### src/srm_pkg.sv
// ----------------------------------------------------------------------------
// srm_pkg
// Types and constants shared by the scanline region mirror modules.
// ----------------------------------------------------------------------------
package srm_pkg;

   localparam int unsigned PIXEL_W    = 24;
   localparam int unsigned COL_CFG_W  = 12;
   localparam int unsigned ROW_CFG_W  = 16;
   localparam int unsigned CSR_IDX_W  = 3;
   localparam int unsigned CSR_DATA_W = 16;

   localparam logic [CSR_IDX_W-1:0] REG_IMAGE_WIDTH  = 3'd0;
   localparam logic [CSR_IDX_W-1:0] REG_IMAGE_HEIGHT = 3'd1;
   localparam logic [CSR_IDX_W-1:0] REG_LEFT_COL     = 3'd2;
   localparam logic [CSR_IDX_W-1:0] REG_RIGHT_COL    = 3'd3;
   localparam logic [CSR_IDX_W-1:0] REG_TOP_ROW      = 3'd4;
   localparam logic [CSR_IDX_W-1:0] REG_BOTTOM_ROW   = 3'd5;

   localparam logic KIND_PIXEL = 1'b0;
   localparam logic KIND_FLUSH = 1'b1;

   typedef struct packed {
      logic               kind;
      logic [PIXEL_W-1:0] pixel;
   } req_type;

   typedef struct packed {
      logic               out_valid;
      logic [PIXEL_W-1:0] out_pixel;
      logic               end_of_row;
   } rsp_type;

   typedef struct packed {
      logic [COL_CFG_W-1:0] image_width;
      logic [ROW_CFG_W-1:0] image_height;
      logic [COL_CFG_W-1:0] left_col;
      logic [COL_CFG_W-1:0] right_col;
      logic [ROW_CFG_W-1:0] top_row;
      logic [ROW_CFG_W-1:0] bottom_row;
   } cfg_type;

   typedef struct packed {
      logic present;
      logic end_of_row;
   } meta_type;

endpackage

### src/srm_addr_ctrl.sv
// ----------------------------------------------------------------------------
// srm_addr_ctrl
// Column/row counters, bank select, mirror address and region tracking.
// ----------------------------------------------------------------------------
module srm_addr_ctrl
   import srm_pkg::*;
#(
   parameter int unsigned MAX_WIDTH = 2048
) (
   input  logic                        clock,
   input  logic                        reset,
   input  cfg_type                     cfg,
   input  logic                        accept,
   input  req_type                     item,
   output logic                        wr_en,
   output logic [$clog2(MAX_WIDTH):0]  wr_addr,
   output logic [PIXEL_W-1:0]          wr_data,
   output logic [$clog2(MAX_WIDTH):0]  rd_addr,
   output meta_type                    meta
);

   localparam int unsigned CW = $clog2(MAX_WIDTH);

   logic [CW-1:0]        col_ff, col_in;
   logic [ROW_CFG_W-1:0] row_ff, row_in;
   logic                 bank_ff, bank_in;
   logic                 present_ff, present_in;
   logic                 region_ff, region_in;

   logic [CW:0]          w_eff;
   logic [CW:0]          c_inc;
   logic                 last;
   logic [31:0]          w32, l32, r32, c32, src32;
   logic                 span_ok, in_span;
   logic [CW-1:0]        src_col;
   logic signed [ROW_CFG_W:0] row_num;
   logic                 row_hit;
   logic [ROW_CFG_W-1:0] row_next;
   logic                 flush;

   always_comb begin
      if (cfg.image_width == '0) begin
         w32 = 32'd1;
      end else if (32'(cfg.image_width) > 32'(MAX_WIDTH)) begin
         w32 = 32'(MAX_WIDTH);
      end else begin
         w32 = 32'(cfg.image_width);
      end
      w_eff = w32[CW:0];
   end

   assign c_inc = {1'b0, col_ff} + (CW+1)'(1);
   assign last  = (c_inc >= w_eff);
   assign flush = (item.kind == KIND_FLUSH);

   assign l32 = 32'(cfg.left_col);
   assign r32 = 32'(cfg.right_col);
   assign c32 = 32'(col_ff);

   assign span_ok = (l32 != 32'd0) && (l32 <= r32) && (r32 <= w32);
   assign in_span = (c32 + 32'd1 >= l32) && (c32 + 32'd1 <= r32);
   assign src32   = l32 + r32 - 32'd2 - c32;
   assign src_col = (region_ff && span_ok && in_span) ? src32[CW-1:0] : col_ff;

   // row number counted down from image_height, so the last row of a frame is 1
   assign row_num = $signed({1'b0, cfg.image_height}) - $signed({1'b0, row_ff});
   assign row_hit = (row_num >= $signed({1'b0, cfg.top_row}))
                 && (row_num <= $signed({1'b0, cfg.bottom_row}));
   assign row_next = row_ff + ROW_CFG_W'(1);

   assign rd_addr = {~bank_ff, src_col};
   assign wr_addr = {bank_ff, col_ff};
   assign wr_data = item.pixel;
   assign wr_en   = accept && !flush;

   assign meta.present    = present_ff;
   assign meta.end_of_row = present_ff && last;

   always_comb begin
      col_in     = col_ff;
      row_in     = row_ff;
      bank_in    = bank_ff;
      present_in = present_ff;
      region_in  = region_ff;
      if (accept) begin
         if (flush) begin
            if (present_ff) begin
               if (last) begin
                  col_in     = '0;
                  present_in = 1'b0;
                  row_in     = '0;
               end else begin
                  col_in = c_inc[CW-1:0];
               end
            end
         end else if (last) begin
            col_in     = '0;
            region_in  = row_hit;
            present_in = 1'b1;
            bank_in    = ~bank_ff;
            row_in     = (row_next >= cfg.image_height) ? '0 : row_next;
         end else begin
            col_in = c_inc[CW-1:0];
         end
      end
   end

   always_ff @(posedge clock) begin
      if (reset) begin
         col_ff     <= '0;
         row_ff     <= '0;
         bank_ff    <= 1'b0;
         present_ff <= 1'b0;
         region_ff  <= 1'b0;
      end else begin
         col_ff     <= col_in;
         row_ff     <= row_in;
         bank_ff    <= bank_in;
         present_ff <= present_in;
         region_ff  <= region_in;
      end
   end

endmodule

### config.mk
export PLATFORM = sky130hd
export DESIGN_NAME = srm_addr_ctrl
export DESIGN_NICKNAME = d
export VERILOG_FILES = /design/src/srm_pkg.sv /design/src/srm_addr_ctrl.sv
export SDC_FILE = /design/constraint.sdc
export NUM_CORES = 1
export LEC_CHECK = 0
export ABC_AREA = 1
export BUFFER_PORTS_ARGS = -buffer_cell sky130_fd_sc_hd__buf_2
export CORE_ASPECT_RATIO = 0.9
export CORE_MARGIN = 10
export CORE_UTILIZATION = 35
export DETAILED_ROUTE_END_ITERATION = 6
export SLEW_MARGIN = 20
export SYNTH_ARGS = -nofsm -noshare
export SYNTH_HDL_FRONTEND = slang
export SYNTH_SLANG_ARGS = --single-unit
### constraint.sdc
create_clock -name clock -period 3.1 [get_ports clock]
set_input_delay 0.155 -clock clock [delete_from_list [all_inputs] [get_ports clock]]
set_output_delay 0.155 -clock clock [all_outputs]
set_load 0.005 [all_outputs]
## After elaboration in Yosys (flattened, before gate mapping)

Index checks and enable logic that the tools add are counted.
W data, S select, Z words.

| cells by class | value |
|---|---|
| add/sub/neg operators | 7 |
| order comparisons | 9 |
| eq/ne operators | 2 |
| multiplexer cells | 15 |
| bitwise logic cells | 2 |
| reduce and logical (&&, ||, !) cells | 16 |

Operator list:

| kind | count |
|---|---|
| $mux W16 | 5 |
| $mux W11 | 4 |
| $le A12 B32 Y1 | 1 |
| $mux W32 | 1 |
| $reduce_bool A32 Y1 | 1 |
| $add A11 B1 Y12 const B | 2 |
| $ge A12 B12 Y1 | 2 |
| $le A12 B12 Y1 | 2 |
| $ge A17 B17 Y1 | 1 |
| $le A17 B17 Y1 | 1 |
| $sub A16 B16 Y17 | 1 |
| $add A16 B1 Y16 const B | 1 |
| $ge A16 B16 Y1 | 1 |
| $gt A12 B12 Y1 const B | 1 |
| $logic_not A12 Y1 | 1 |
| $mux W12 | 1 |
| $add A11 B11 Y11 | 1 |
| $sub A11 B11 Y11 | 1 |
| $sub A11 B2 Y11 const B | 1 |
| $logic_and A1 B1 Y1 | 8 |
| $mux W1 | 4 |
| $ne A2 B1 Y1 const B | 2 |
| $reduce_and A2 Y1 | 2 |
| $reduce_and A4 Y1 | 1 |
| 4 further kinds | 5 |

| storage, ports and cells | value |
|---|---|
| register bits after elaboration | 30 |
| word-level logic and storage cells | 56 |

## Logic depth before layout (Yosys ltp)

| logic depth | value |
|---|---|
| word-level depth | 8 |
| depth in mapped cells | 25 |
| depth with buffers taken out | 25 |

## Worst setup path after synthesis

OpenSTA, ideal clock, no wires.

| timing path | value |
|---|---|
| kind | register -> output |
| start | register col_ff[0] |
| end | output rd_addr[2] |
| arrival time | 2826 ps |
| required time | 2945 ps |
| setup slack | 119 ps |
| cell stages (with the launch flop) | 20 |
| path buffers | 1 |
| cell sequence | dfxtp_1 ha_1 nand3_1 nor2_1 nand2_1 nor2_2 inv_2 nor3_2 xor2_1 ha_1 nand2_1 nor2_1 a211oi_1 o211ai_1 nand2_1 nand2_1 nor2_1 nand2_1 buf_2 o21ai_1 |

| between the ends | value |
|---|---|
| longest elaborated chain between the ends | 5 |

RTL lines:

| item | line | source |
|---|---|---|
| start, declared | srm_addr_ctrl.sv:24 | `logic [CW-1:0] col_ff, col_in;` |
| start signal, assigned | srm_addr_ctrl.sv:116 | `col_ff <= col_in;` |
| $add A11 B1 Y12 | srm_addr_ctrl.sv:61 | `assign in_span = (c32 + 32'd1 >= l32) && (c32 + 32'd1 <= r32);` |
| $ge A12 B12 Y1 / $le A12 B12 Y1 (equally long branches) | srm_addr_ctrl.sv:61 |  |
| $logic_and A1 B1 Y1 | srm_addr_ctrl.sv:61 |  |
| $logic_and A1 B1 Y1 | srm_addr_ctrl.sv:63 | `assign src_col = (region_ff && span_ok && in_span) ? src32[CW-1:0] : col_ff;` |
| $mux W11 * | srm_addr_ctrl.sv:63 |  |
| end, declared | srm_addr_ctrl.sv:18 | `output logic [$clog2(MAX_WIDTH):0] rd_addr,` |

Mark *: on every way between the ends. The rest lies on a longest branch, timed or not.

## Final worst setup path

| timing path | value |
|---|---|
| start | register col_ff[1] |
| end | output rd_addr[9] |

The elaborated chain is that of the path after synthesis.

==> flow_metrics.py <==
metrics = {
    "outcome": {
        "outcome": "finished with violations",
        "violations": "negative setup slack",
    },
    "floorplanning": {
        "dieHeight_um": 147,
        "pin_count": 163,
        "initial_utilization_pct": 35.6,
        "coreArea_sq_um": 17600,
        "dieArea_sq_um": 23600,
        "die_w_um": 161,
        "rows": 46,
    },
    "grt": {
        "first_global_vias": 5971,
        "grt_overflow": 0,
        "grt_use_total_pct": 14.1,
        "grt_first_pass_wirelength_mm": 28.2,
        "grt_max_degree": 31,
        "antenna_found_initial": 0,
    },
    "sta": {
        "drv_slew": 0,
        "setup_slack_ps": -329,
        "fmax_ghz": 0.292,
        "post-route-period-util_pct": 111,
        "hold_viol_final": 0,
        "rsz0062_at_grt": "true",
        "slew_headroom_pct": 58.5,
        "period_needed_ps": 3430,
        "tightest_slew_ps": 622,
        "hold_ws_ps": 182,
        "fin_setup_tns_ps": -3260,
        "finalSetupViolCount": 11,
        "skew_ps": 7.03,
    },
    "final_layout": {
        "layout-drive-gt1-share_pct": 27.4,
        "syn_to_final_growth_pct": 29.7,
        "multi_input_area_sq_um": 5170,
        "fill_cells": 1791,
        "num_antenna_cells": 0,
        "design_area_sq_um": 8100,
        "nets": 1339,
        "regArea_sq_um": 606,
        "final_core_util_pct": 46.1,
    },
    "setup_path": {
        "ff2ff_setup_slack_ps": 110,
        "required_ps": 2940,
        "crit_fanout": 5,
        "cp.arrival_ps": 3270,
        "crit_path_end_kind": "output pin",
        "start_kind": "register",
        "setup.worst_path.class": "reg -> out",
    },
    "logic_synthesis": {
        "synthAdderAreaFrac_pct": 32.8,
        "synth-xor-area-share_pct": 6.83,
        "synthArstFlopShare_pct": 0,
        "avgSynthCellArea_sq_um": 6.77,
        "synth.distinct_cells": 39,
        "yosys.area_share.simple_pct": 21.1,
        "synth_compound_area_share_pct": 15.2,
        "synth_top_family_by_area": "adder cells",
        "yosys_register_bits": 30,
        "netlist_area_sq_um": 6250,
        "synth_edf_count": 0,
        "synth_ff_type": "dfxtp_1",
        "yosys_warnings": 0,
        "syn-instance-count": 922,
        "ys_seq_area_share_pct": 9.62,
        "synth_fp_nets": 1191,
        "synthMuxAreaShare_pct": 0,
    },
    "power_and_ir_drop": {
        "pwr-share-seq_pct": 21.3,
        "comb_power_share_pct": 43.5,
        "internal_power_w": 0.00121,
        "p_per_area_nw_per_um2": 229,
        "p_switching_w": 0.000643,
        "vdd_drop_max_uv": 201,
        "swShare_pct": 34.7,
        "clkPwrFrac_pct": 35.2,
        "power.leakage_nw": 4.30,
    },
    "clock_tree": {
        "clk_pin_slew_worst_paths_ps": 50,
        "clock-sinks": 30,
        "clock_tree.buffer_depth": 2,
        "cts_tree": "built",
        "cts_root_buf": "clkbuf_16",
        "htree_num_levels": 2,
        "clock_latency_ps": 280,
        "tritoncts.num_buffers": 5,
    },
    "detailed_routing": {
        "routed_wl_mm": 18.1,
        "drc": 0,
        "firstDrtPassIters": 5,
        "vias": 6263,
        "ant_nets": 0,
        "viasPerCell": 4.78,
        "post_drt_wl_per_cell_um": 13.8,
        "drt-initial-drc-count": 309,
    },
    "run": {
        "cap_viol_max_count": 0,
    },
    "placement": {
        "dp_slack_ps": -34.1,
        "io_buffers": 114,
        "postPlaceCellArea_sq_um": 7260,
        "gp_congestion": 0.865,
        "dpl.hpwl_mm": 15.0,
    },
    "hold_path": {
        "hp-class": "in -> reg",
    },
}
cell type report:
class	instances	share of cell area [%]
Inverter	177	8.36
Clock inverter	2	0.741
Multi-Input combinational cell	679	63.8
Tap cell	240	3.71
Timing Repair inverter	1	0.0772
Timing Repair Buffer	176	14.1
Sequential cell	30	7.48
Clock buffer	6	1.71
power groups by stage:
stage / clock network [W] / logic [W] / registers (W)
floorplan: 0 / 0.000533 / 0.000404
global placement: 0 / 0.000733 / 0.000402
detailed placement: 0 / 0.000742 / 0.000402
CTS: 0.000667 / 0.000751 / 0.000394
global route: 0.000684 / 0.000933 / 0.000395
finish: 0.000653 / 0.000807 / 0.000395
logic make-up (layout without fill, tap and decap cells):
group / after synthesis / in the layout
compound gates: 173 / 173
simple gates: 302 / 302
xor+xnor: 47 / 47
buf+inv: 213 / 362
fa+ha+maj: 157 / 157
flops: 30 / 30
registers in the layout (all words and copies together) (netlist names):
signal	cells
bank_ff	1
col_ff	11
present_ff	1
region_ff	1
row_ff	16
cells in the mapped netlist, types with 3 or more instances:
cell type / number / area, sq um
dfxtp_1: 30 / 601
o21bai_1: 5 / 37.5
a211oi_1: 5 / 37.5
a21o_1: 4 / 30.0
xor2_1: 35 / 307
buf_2: 6 / 30.0
a21boi_1: 3 / 22.5
nor2_2: 3 / 18.8
a21oi_1: 94 / 470
xnor2_1: 10 / 87.6
o211ai_1: 4 / 30.0
buf_4: 26 / 195
nor2_4: 3 / 33.8
o21ai_0: 22 / 110
o21a_1: 5 / 37.5
nand3_1: 46 / 230
ha_1: 146 / 1830
inv_2: 11 / 41.3
nand2_1: 169 / 634
inv_1: 164 / 616
fa_1: 11 / 220
o21ai_1: 24 / 120
nand4_1: 15 / 93.8
nor3_1: 8 / 40.0
nor2_1: 49 / 184
clkbuf_1: 4 / 15.0
through the flow:
step	cells	total power (W)
2_1_floorplan	922	0.000938
3_3_place_gp	1288	0.00114
3_5_place_dp	1288	0.00114
4_1_cts	1297	0.00181
5_1_grt	1311	0.00201
6_report	1311	0.00186
repair_timing:
action	4_1_cts	5_1_grt
pin swaps	4	41
cloned	0	6
gates resized for setup	8	108
hold buffers	0	0
setup endpoints to repair	12	41
buffers inserted	1	9
hold endpoints to repair	0	0
worst paths after layout:
check,startpoint,endpoint,cells after the start
worst max-delay path,col_ff[1],rd_addr[9],20
worst min-delay path,accept,present_ff,4
worst max register to register,col_ff[1],row_ff[3],20
worst min register to register,present_ff,present_ff,2
critical path, stage by stage (launching register included):
cell       delay (ps)
dfxtp_2           360
ha_4              140
nand3_2            80
nor2_1            110
nand2_1            80
nor2_2            160
inv_2              50
nor3_2            170
xor2_1            220
buf_4             160
ha_4              190
nand2_4            60
nor2_2             40
a211oi_2          240
buf_4             160
nand4_1           160
nand2_4           190
clkbuf_16         180
nand2_2            40
o21ai_1            70
buf_2             130
placed cells by master (no fill, tap or decap), types with 5 or more instances in the layout:
cell type	n
xnor2_1	8
fa_1	10
buf_2	114
nor2_1	42
xor2_2	5
o21ai_0	12
nor2_4	5
ha_1	137
nand2_1	149
o21bai_1	5
a21oi_2	9
nand4_1	15
nor2_2	8
buf_4	52
xor2_1	32
o21ai_1	20
o21ai_2	14
ha_4	8
clkbuf_16	9
inv_1	164
nor3_1	5
nand2_2	12
dfxtp_1	26
nand3_2	8
nand3_1	39
inv_2	9
nand2_4	9
o21a_1	5
a21oi_1	85
routing by layer:
metal  part of all wire, %  wire length [um]  global-route usage (%)  up-vias
met4                 0.094                17                   0.636        0
met3                   4.0               725                    2.21        4
li1                      -                 -                       -     3303
met5                     0                 0                       0        -
met2                    46              8260                    23.3      118
met1                    50              9100                    19.7     2838
Note: power is estimated with default switching activity, not from simulation.
