`src/srm_pkg.sv`:
```
// ----------------------------------------------------------------------------
// srm_pkg
// Types and constants shared by the scanline region mirror modules.
// ----------------------------------------------------------------------------
package srm_pkg;

   localparam int unsigned PIXEL_W    = 24;
   localparam int unsigned COL_CFG_W  = 12;
   localparam int unsigned ROW_CFG_W  = 16;
   localparam int unsigned CSR_IDX_W  = 3;
   localparam int unsigned CSR_DATA_W = 16;

   localparam logic [CSR_IDX_W-1:0] REG_IMAGE_WIDTH  = 3'd0;
   localparam logic [CSR_IDX_W-1:0] REG_IMAGE_HEIGHT = 3'd1;
   localparam logic [CSR_IDX_W-1:0] REG_LEFT_COL     = 3'd2;
   localparam logic [CSR_IDX_W-1:0] REG_RIGHT_COL    = 3'd3;
   localparam logic [CSR_IDX_W-1:0] REG_TOP_ROW      = 3'd4;
   localparam logic [CSR_IDX_W-1:0] REG_BOTTOM_ROW   = 3'd5;

   localparam logic KIND_PIXEL = 1'b0;
   localparam logic KIND_FLUSH = 1'b1;

   typedef struct packed {
      logic               kind;
      logic [PIXEL_W-1:0] pixel;
   } req_type;

   typedef struct packed {
      logic               out_valid;
      logic [PIXEL_W-1:0] out_pixel;
      logic               end_of_row;
   } rsp_type;

   typedef struct packed {
      logic [COL_CFG_W-1:0] image_width;
      logic [ROW_CFG_W-1:0] image_height;
      logic [COL_CFG_W-1:0] left_col;
      logic [COL_CFG_W-1:0] right_col;
      logic [ROW_CFG_W-1:0] top_row;
      logic [ROW_CFG_W-1:0] bottom_row;
   } cfg_type;

   typedef struct packed {
      logic present;
      logic end_of_row;
   } meta_type;

endpackage

```
`src/srm_out_stage.sv`:
```
// ----------------------------------------------------------------------------
// srm_out_stage
// RAM read stage and output register with stall handling.
// ----------------------------------------------------------------------------
module srm_out_stage
   import srm_pkg::*;
(
   input  logic               clock,
   input  logic               reset,
   input  logic               accept,
   input  meta_type           meta,
   input  logic [PIXEL_W-1:0] rd_data,
   output logic               can_accept,
   output logic               rsp_valid,
   input  logic               rsp_ready,
   output rsp_type            rsp_item
);

   logic     s1_valid_ff, s1_valid_in;
   meta_type s1_meta_ff, s1_meta_in;
   logic     out_valid_ff, out_valid_in;
   rsp_type  out_item_ff, out_item_in;
   logic     s1_move;

   assign s1_move    = s1_valid_ff && (!out_valid_ff || rsp_ready);
   assign can_accept = !s1_valid_ff || s1_move;

   always_comb begin
      s1_valid_in  = s1_valid_ff;
      s1_meta_in   = s1_meta_ff;
      out_valid_in = out_valid_ff;
      out_item_in  = out_item_ff;
      if (out_valid_ff && rsp_ready) begin
         out_valid_in = 1'b0;
      end
      if (s1_move) begin
         s1_valid_in            = 1'b0;
         out_valid_in           = 1'b1;
         out_item_in.out_valid  = s1_meta_ff.present;
         out_item_in.out_pixel  = s1_meta_ff.present ? rd_data : '0;
         out_item_in.end_of_row = s1_meta_ff.end_of_row;
      end
      if (accept) begin
         s1_valid_in = 1'b1;
         s1_meta_in  = meta;
      end
   end

   always_ff @(posedge clock) begin
      if (reset) begin
         s1_valid_ff  <= 1'b0;
         out_valid_ff <= 1'b0;
      end else begin
         s1_valid_ff  <= s1_valid_in;
         out_valid_ff <= out_valid_in;
      end
   end

   always_ff @(posedge clock) begin
      s1_meta_ff  <= s1_meta_in;
      out_item_ff <= out_item_in;
   end

   assign rsp_valid = out_valid_ff;
   assign rsp_item  = out_item_ff;

endmodule

```
`config.mk`:
```
export PLATFORM = sky130hd
export DESIGN_NAME = srm_out_stage
export DESIGN_NICKNAME = d
export VERILOG_FILES = /design/src/srm_pkg.sv /design/src/srm_out_stage.sv
export SDC_FILE = /design/constraint.sdc
export NUM_CORES = 1
export LEC_CHECK = 0
export ABC_AREA = 1
export BUFFER_PORTS_ARGS = -buffer_cell sky130_fd_sc_hd__buf_2
export CAP_MARGIN = 25
export CORE_MARGIN = 2
export CORE_UTILIZATION = 47
export CTS_CLUSTER_DIAMETER = 120
export DETAILED_ROUTE_END_ITERATION = 10
export PLACE_DENSITY = 0.83
export RECOVER_POWER = 100
export SETUP_SLACK_MARGIN = 0.5
export SKIP_CTS_REPAIR_TIMING = 1
export SLEW_MARGIN = 20
export SYNTH_ARGS = -nofsm -noshare
export SYNTH_HDL_FRONTEND = slang
export SYNTH_SLANG_ARGS = --single-unit
export TNS_END_PERCENT = 20
```
`constraint.sdc`:
```
create_clock -name clock -period 3.2 [get_ports clock]
set_input_delay 0.16 -clock clock [delete_from_list [all_inputs] [get_ports clock]]
set_output_delay 0.16 -clock clock [all_outputs]
set_load 0.01 [all_outputs]
```
## Yosys cells after proc, flatten, opt, wreduce, memory -nomap -nowiden

Cells that the tools add are included.

- Bits in registers: 30
- Input port bits: 30
- Output and inout port bits: 28
- Word-level logic and storage cells: 19

- Muxes and demuxes: 4
- Reduce and logical (&&, ||, !) cells: 8

Operators with widths:

| cell | count |
|---|---|
| two-way mux 1 bit | 4 |
| nonzero test 2 bit | 2 |
| logical AND 1 bit | 2 |
| zero test 1 bit | 2 |
| logical OR 1 bit | 2 |

## Depth between registers and ports, before layout

Gate-level depths: netlist of the first run.

- Depth after elaboration: 5
- Depth in mapped cells: 3
- Mapped depth without buffers: 3

## Least setup slack after synthesis of the first run

OpenSTA, ideal clock, no wires.

- Path type: register to register
- Start point: register out_valid_ff, in the netlist rsp_valid
- End point: register out_item_ff (netlist bit rsp_item[0]) (enable)
- Library setup time: 0.418 ns
- Arrival time: 1.684 ns
- Required time: 2.782 ns
- Slack: 1.098 ns
- Cell stages (with the launch flop): 2
- Buffers on the path: 0
- Clock period less this slack: 2.102 ns
- Path through: dfxtp_1 > a21oi_1

- Cells in the longest elaborated chain, start to end: 3

Ends and longest elaborated chain:

| what | line | text |
|---|---|---|
| from (decl) | srm_out_stage.sv:21 | `logic out_valid_ff, out_valid_in;` |
| from (signal assigned) | srm_out_stage.sv:55 | `out_valid_ff <= out_valid_in;` |
| zero test 1 bit | srm_out_stage.sv:25 | `assign s1_move = s1_valid_ff && (!out_valid_ff \|\| rsp_ready);` |
| logical OR 1 bit | srm_out_stage.sv:25 |  |
| logical AND 1 bit | srm_out_stage.sv:25 |  |
| to (signal assigned) | srm_out_stage.sv:61 | `out_item_ff <= out_item_in;` |
| to (decl) | srm_out_stage.sv:22 | `rsp_type out_item_ff, out_item_in;` |

No other way between the ends.
A chain may end at the register's enable or synchronous reset.

## Worst setup path in the final report of the first run

- Start point: register s1_valid_ff
- End point: register out_item_ff (netlist bit rsp_item[19]) (enable)

- Cells in the longest elaborated chain, start to end: 1

Ends and longest elaborated chain:

| what | line | text |
|---|---|---|
| from (decl) | srm_out_stage.sv:19 | `logic s1_valid_ff, s1_valid_in;` |
| from (signal assigned) | srm_out_stage.sv:54 | `s1_valid_ff <= s1_valid_in;` |
| logical AND 1 bit | srm_out_stage.sv:25 |  |

No other way between the ends.

==> results of run 1 <==
## how the worst max path moves through the flow
stage	cells past startpoint	slack [ns]	endpoint	from
3_5_place_dp	2	2.02	rsp_item[15]	s1_meta_ff[1]
4_1_cts	2	2.02	rsp_item[15]	s1_meta_ff[1]
6_report	3	1.31	rsp_item[19]	s1_valid_ff
3_3_place_gp	2	2.08	rsp_item[15]	s1_meta_ff[1]
5_1_grt	3	1.12	rsp_item[20]	s1_valid_ff
2_1_floorplan	1	1.10	rsp_item[0]	rsp_valid
## critical path, stage by stage (launching register included)
cell and delay [ns]:
dfxtp_1 0.34, inv_1 0.05, a21oi_1 0.13, clkbuf_1 0.98
## kinds of logic (layout without fill, tap and decap cells)
family | after synthesis | after routing
buffers and inverters | 29 | 96
AOI/OAI and AO/OA | 3 | 3
and+or+nand+nor | 26 | 26
DFF | 30 | 30
## area by class of cell
class	count	area, um^2	area share (%)
Multi-Input combinational cell	29	114	7.77
Clock inverter	2	10.0	0.683
Timing Repair Buffer	61	283	19.3
Inverter	27	101	6.92
Sequential cell	30	881	60.1
Tap cell	28	35.0	2.39
Clock buffer	6	41.3	2.82
## state kept, by name, indices dropped and copies added, names as in the netlist
register     count
s1_valid_ff      1
rsp_item        26
s1_meta_ff       2
rsp_valid        1
## power breakdown
group | internal, mW | switching (mW) | total (mW)
clock | 0.0834 | 0.122 | 0.206
combinational | 0.0284 | 0.0380 | 0.0665
sequential | 0.454 | 0.0113 | 0.465
## routing by layer
metal	share of wire [%]	vias up	global-route usage, %
met5	0	-	0
met4	0.60	0	12.4
met3	6.7	3	6.29
met2	55	29	26.0
met1	37	363	17.2
li1	-	400	-
## layout by cell type, fill, tap and decap left out, drive strengths merged
master       Yosys  final
a21oi            3      3
buf              2     28
clkbuf           0     36
clkinv           0      2
dfxtp            2      2
dlygate4sd3      0      3
edfxtp          28     28
inv             27     27
nand2           25     25
nand3            1      1
==> run_results.csv, run 1 <==
group,metric,value,unit
cts,clock_latency,0.33,ns
global_route,grt_pass1_wl,3.02,mm
floorplan,core_area,2230,um^2
power,power,738,uW
timing,tns,0,ns
hold_path,min_to,"rsp_item[12]",
timing,skew,0.00606,ns
job,drv_cap,0,
final_layout,fillCellCount,207,
detailed_routing,drt_iter0_markers,19,
power,p_leak,0.737,nW
yosys,synth_common_cells,"28 x edfxtp_1, 27 x inv_1, 25 x nand2_1",
yosys,synth-compound-area-share,1.34,%
critical_path,r2r_slack,1.31,ns
yosys,synthMuxAreaShare,0,%
floorplan,dieArea,2790,um^2
floorplan,die_w,52.8,um
cts,cts_buffers,5,
final_layout,final_cells,183,
final_layout,utilization,65.6,%
detailed_routing,num_vias,795,
floorplan,rows,17,
critical_path,start_kind,"register",
yosys,synth_seq_cells,30,
power,irDropWorstVdd,0.356,mV
place,portBuffers,57,
yosys,yosysWarnings,0,
cts,cts_tree,"built",
cts,clock_path_buffers,2,
cts,cts_sinks,30,
detailed_routing,viasPerCell,4.34,
final_layout,drive_above_1_share,22.6,%
power,p_per_area,503,nW/um^2
yosys,synth_area_per_cell,12.7,um^2
hold_path,min_from,"rd_data[11]",
place,place_congestion,0.641,
global_route,grt_max_degree,27,
cts,clkTransAtPathRegs,0.09,ns
global_route,track_usage,16.3,%
hold_path,whs_path_depth,3,
timing,hold_violations,0,
timing,relSlewSlack,12.6,%
cts,cts.root.buffer_cell,"clkbuf_4",
yosys,synth_edf_count,28,
yosys,synth.most_common_cell,"edfxtp_1",
timing,final.period_utilization,59.2,%
place,dpl.cell_count,172,
critical_path,r2r_cells,3,
floorplan,pin_count,58,
timing,period_needed,1.89,ns
yosys,syn_inst,88,
place,place_ws,2.02,ns
critical_path,critPathKind,"register to register",
place,placed_area,1430,um^2
global_route,antenna_found_initial,0,
detailed_routing,wirelength,2.01,mm
timing,max_freq,0.528,GHz
yosys,yosys.area.top_type,"edfxtp_1",
detailed_routing,avgRoutedWirePerCell,11.0,um
critical_path,rr_endpoint,"rsp_item[19]",
final_layout,area_growth,31.0,%
yosys,yosys.area_share.simple,8.84,%
yosys,synthFlopType,"edfxtp_1",
global_route,gr-total-overflow,0,
timing,setup_ws,1.31,ns
global_route,first_global_vias,736,
final_layout,final_nets,184,
run_status,outcome,"complete, no violations",
yosys,synth_top_area_share,75.2,%
yosys,synth_top_family_by_area,"buffers and inverters",
critical_path,cp-end-kind,"register",
critical_path,cp.required,3.14,ns
final_layout,antenna_cells,0,
hold_path,hold_path.class,"primary input to register",
yosys,ys_types,7,
final_layout,final_area,1470,um^2
yosys,synthArstFlopShare,0,%
yosys,synthXorXnorAreaFrac,0,%
critical_path,worstPathArrival,1.83,ns
timing,worst_pin_slew,1.31,ns
floorplan,die_h,52.8,um
cts,cts.htree.levels,2,
place,dp.final_hpwl,1.47,mm
detailed_routing,drc,0,
detailed_routing,drtPass1Iterations,4,
timing,setup_viol,0,
yosys,synth.net_count,118,
yosys,seq_area_frac_synth,78.7,%
yosys,synth_fa_ha_area_share,0,%
detailed_routing,postRouteAntennaNets,0,
critical_path,crit-reg2reg-launch,"s1_valid_ff",
yosys,synth_area_leaders,"edfxtp_1 75%, inv_1 9.1%, nand2_1 8.4%",
yosys,netlist_area,1120,um^2
timing,maxSlewViolCount,0,
timing,hold_slack,0.0853,ns
floorplan,initial_core_util,50.1,%
critical_path,critPathMaxFanout,26,
timing,rsz0062_at_grt,"false",
Power figures use the tool's default switching activity.
==> inputs of run 2 (changes only) <==
- CORE_UTILIZATION: 47 -> 43
- PLACE_DENSITY: 0.83 -> 0.77
- clock period: 3.2 -> 1.9 ns (I/O delays scaled with it)
==> run 2 against run 1 <==
  * Sequential power up 69%
  * Critical endpoint is now rsp_item[2]
  * First-iteration DRC count up 37%
  * Via count down 2.6%
  * Highest routed layer unchanged
  * Register-to-register slack worse by 0.80 ns
  * Non-clock buffer count up 1
  * Critical path depth unchanged
==> run_results.csv, run 2 (synthesized netlist as in run 1, its figures left out) <==
group,metric,value,unit
floorplan,core_area,2480,um^2
hold_path,hold_path.class,"primary input to register",
place,dp.final_hpwl,1.41,mm
critical_path,cp.required,1.86,ns
cts,cts_buffers,5,
critical_path,start_kind,"register",
global_route,track_usage,13.4,%
timing,hold_violations,0,
power,p_leak,0.740,nW
detailed_routing,avgRoutedWirePerCell,10.8,um
cts,clkTransAtPathRegs,0.09,ns
final_layout,area_growth,33.0,%
floorplan,die_w,55.0,um
cts,cts_tree,"built",
timing,maxSlewViolCount,0,
power,p_per_area,837,nW/um^2
hold_path,whs_path_depth,3,
critical_path,worstPathArrival,1.36,ns
global_route,grt_busiest_layer,"met2",
floorplan,dieArea,3030,um^2
detailed_routing,drt_iter0_markers,26,
timing,hold_slack,0.0187,ns
power,irDropWorstVdd,0.626,mV
global_route,grt_max_degree,27,
final_layout,final_nets,185,
critical_path,critPathKind,"register to register",
detailed_routing,postRouteAntennaNets,0,
floorplan,pin_count,58,
timing,max_freq,0.716,GHz
timing,setup_ws,0.503,ns
timing,tns,0,ns
floorplan,initial_core_util,45.2,%
global_route,antenna_found_initial,0,
place,place_congestion,0.640,
detailed_routing,drtPass1Iterations,4,
detailed_routing,drc,0,
detailed_routing,num_vias,774,
timing,final.period_utilization,73.6,%
timing,rsz0062_at_grt,"false",
cts,cts.htree.levels,2,
timing,worst_pin_slew,0.751,ns
cts,clock_latency,0.33,ns
global_route,grt_pass1_wl,2.55,mm
global_route,first_global_vias,654,
timing,relSlewSlack,49.9,%
cts,clock_path_buffers,2,
floorplan,die_h,55.0,um
global_route,gr-total-overflow,0,
final_layout,final_cell_mix,"32 x clkbuf_1, 28 x buf_2, 28 x edfxtp_1",
global_route,grt_use_met1,12.3,%
final_layout,utilization,60.1,%
critical_path,r2r_cells,3,
final_layout,fillCellCount,225,
final_layout,largest_reg_flops,26,
detailed_routing,wirelength,2.02,mm
global_route,met3_usage,4.03,%
job,drv_cap,0,
cts,cts.root.buffer_cell,"clkbuf_4",
final_layout,layout_commonest_cell,"clkbuf_1",
timing,period_needed,1.40,ns
cts,cts_sinks,30,
run_status,outcome,"complete, no violations",
floorplan,rows,18,
global_route,grt.met2_usage,23.4,%
critical_path,critPathMaxFanout,26,
critical_path,cp-end-kind,"register",
final_layout,drive_above_1_share,22.4,%
detailed_routing,viasPerCell,4.16,
place,place_ws,0.721,ns
timing,setup_viol,0,
place,portBuffers,57,
final_layout,antenna_cells,0,
timing,skew,0.00744,ns
[run 2: cell count changes in the layout (fill, tap and decap cells not counted)]
cell	delta
clkbuf_1	+1
clkbuf_2	+1
a21oi_1	-1
clkinv_2	-2
dlygate4sd3_1	+1
a21oi_4	+1
[run 2: area by class of cell]
| cell class | instances | area, um^2 | area share [%] |
|---|---|---|---|
| clock buffer | 8 | 48.8 | 3.28 |
| inverter | 27 | 101 | 6.81 |
| multi-input combinational | 29 | 125 | 8.41 |
| sequential | 30 | 881 | 59.2 |
| tap | 30 | 37.5 | 2.52 |
| timing repair buffer | 62 | 294 | 19.8 |
[run 2: where the power goes]
part	total, mW	internal (mW)	leakage, nW	switching, mW
clock	0.346	0.147	0.0265	0.199
combinational	0.114	0.0505	0.427	0.0639
sequential	0.785	0.764	0.286	0.0207
total	1.24	0.962	0.740	0.283
[run 2: worst max-delay path: stages (launching register included)]
cell,delay [ns]
dfxtp_1,0.34
inv_1,0.08
a21oi_4,0.10
clkbuf_2,0.51
[run 2: path summary, 6_finish.rpt]
| kind | start | endpoint | slack, ns |
|---|---|---|---|
| hold reg to reg | s1_meta_ff[0] | rsp_item[0] | 0.46 |
| hold / removal | rd_data[13] | rsp_item[14] | 0.02 |
| setup / recovery | s1_valid_ff | rsp_item[2] | 0.50 |
| setup reg to reg | s1_valid_ff | rsp_item[2] | 0.50 |
[run 2: per-stage QoR]
step / cell area (um^2) / power [mW] / instances
after global routing: 1490 / 1.30 / 186
after global placement: 1440 / 0.910 / 174
after CTS: 1490 / 1.26 / 182
after floorplan: 1130 / 0.855 / 88
final: 1490 / 1.24 / 186
after detailed placement: 1440 / 0.917 / 174
[run 2: per-layer routing]
metal / up-vias / share of wire, %
li1: 401 / -
met1: 336 / 36
met2: 32 / 54
met3: 5 / 8.2
met4: 0 / 2.2
met5: - / 0
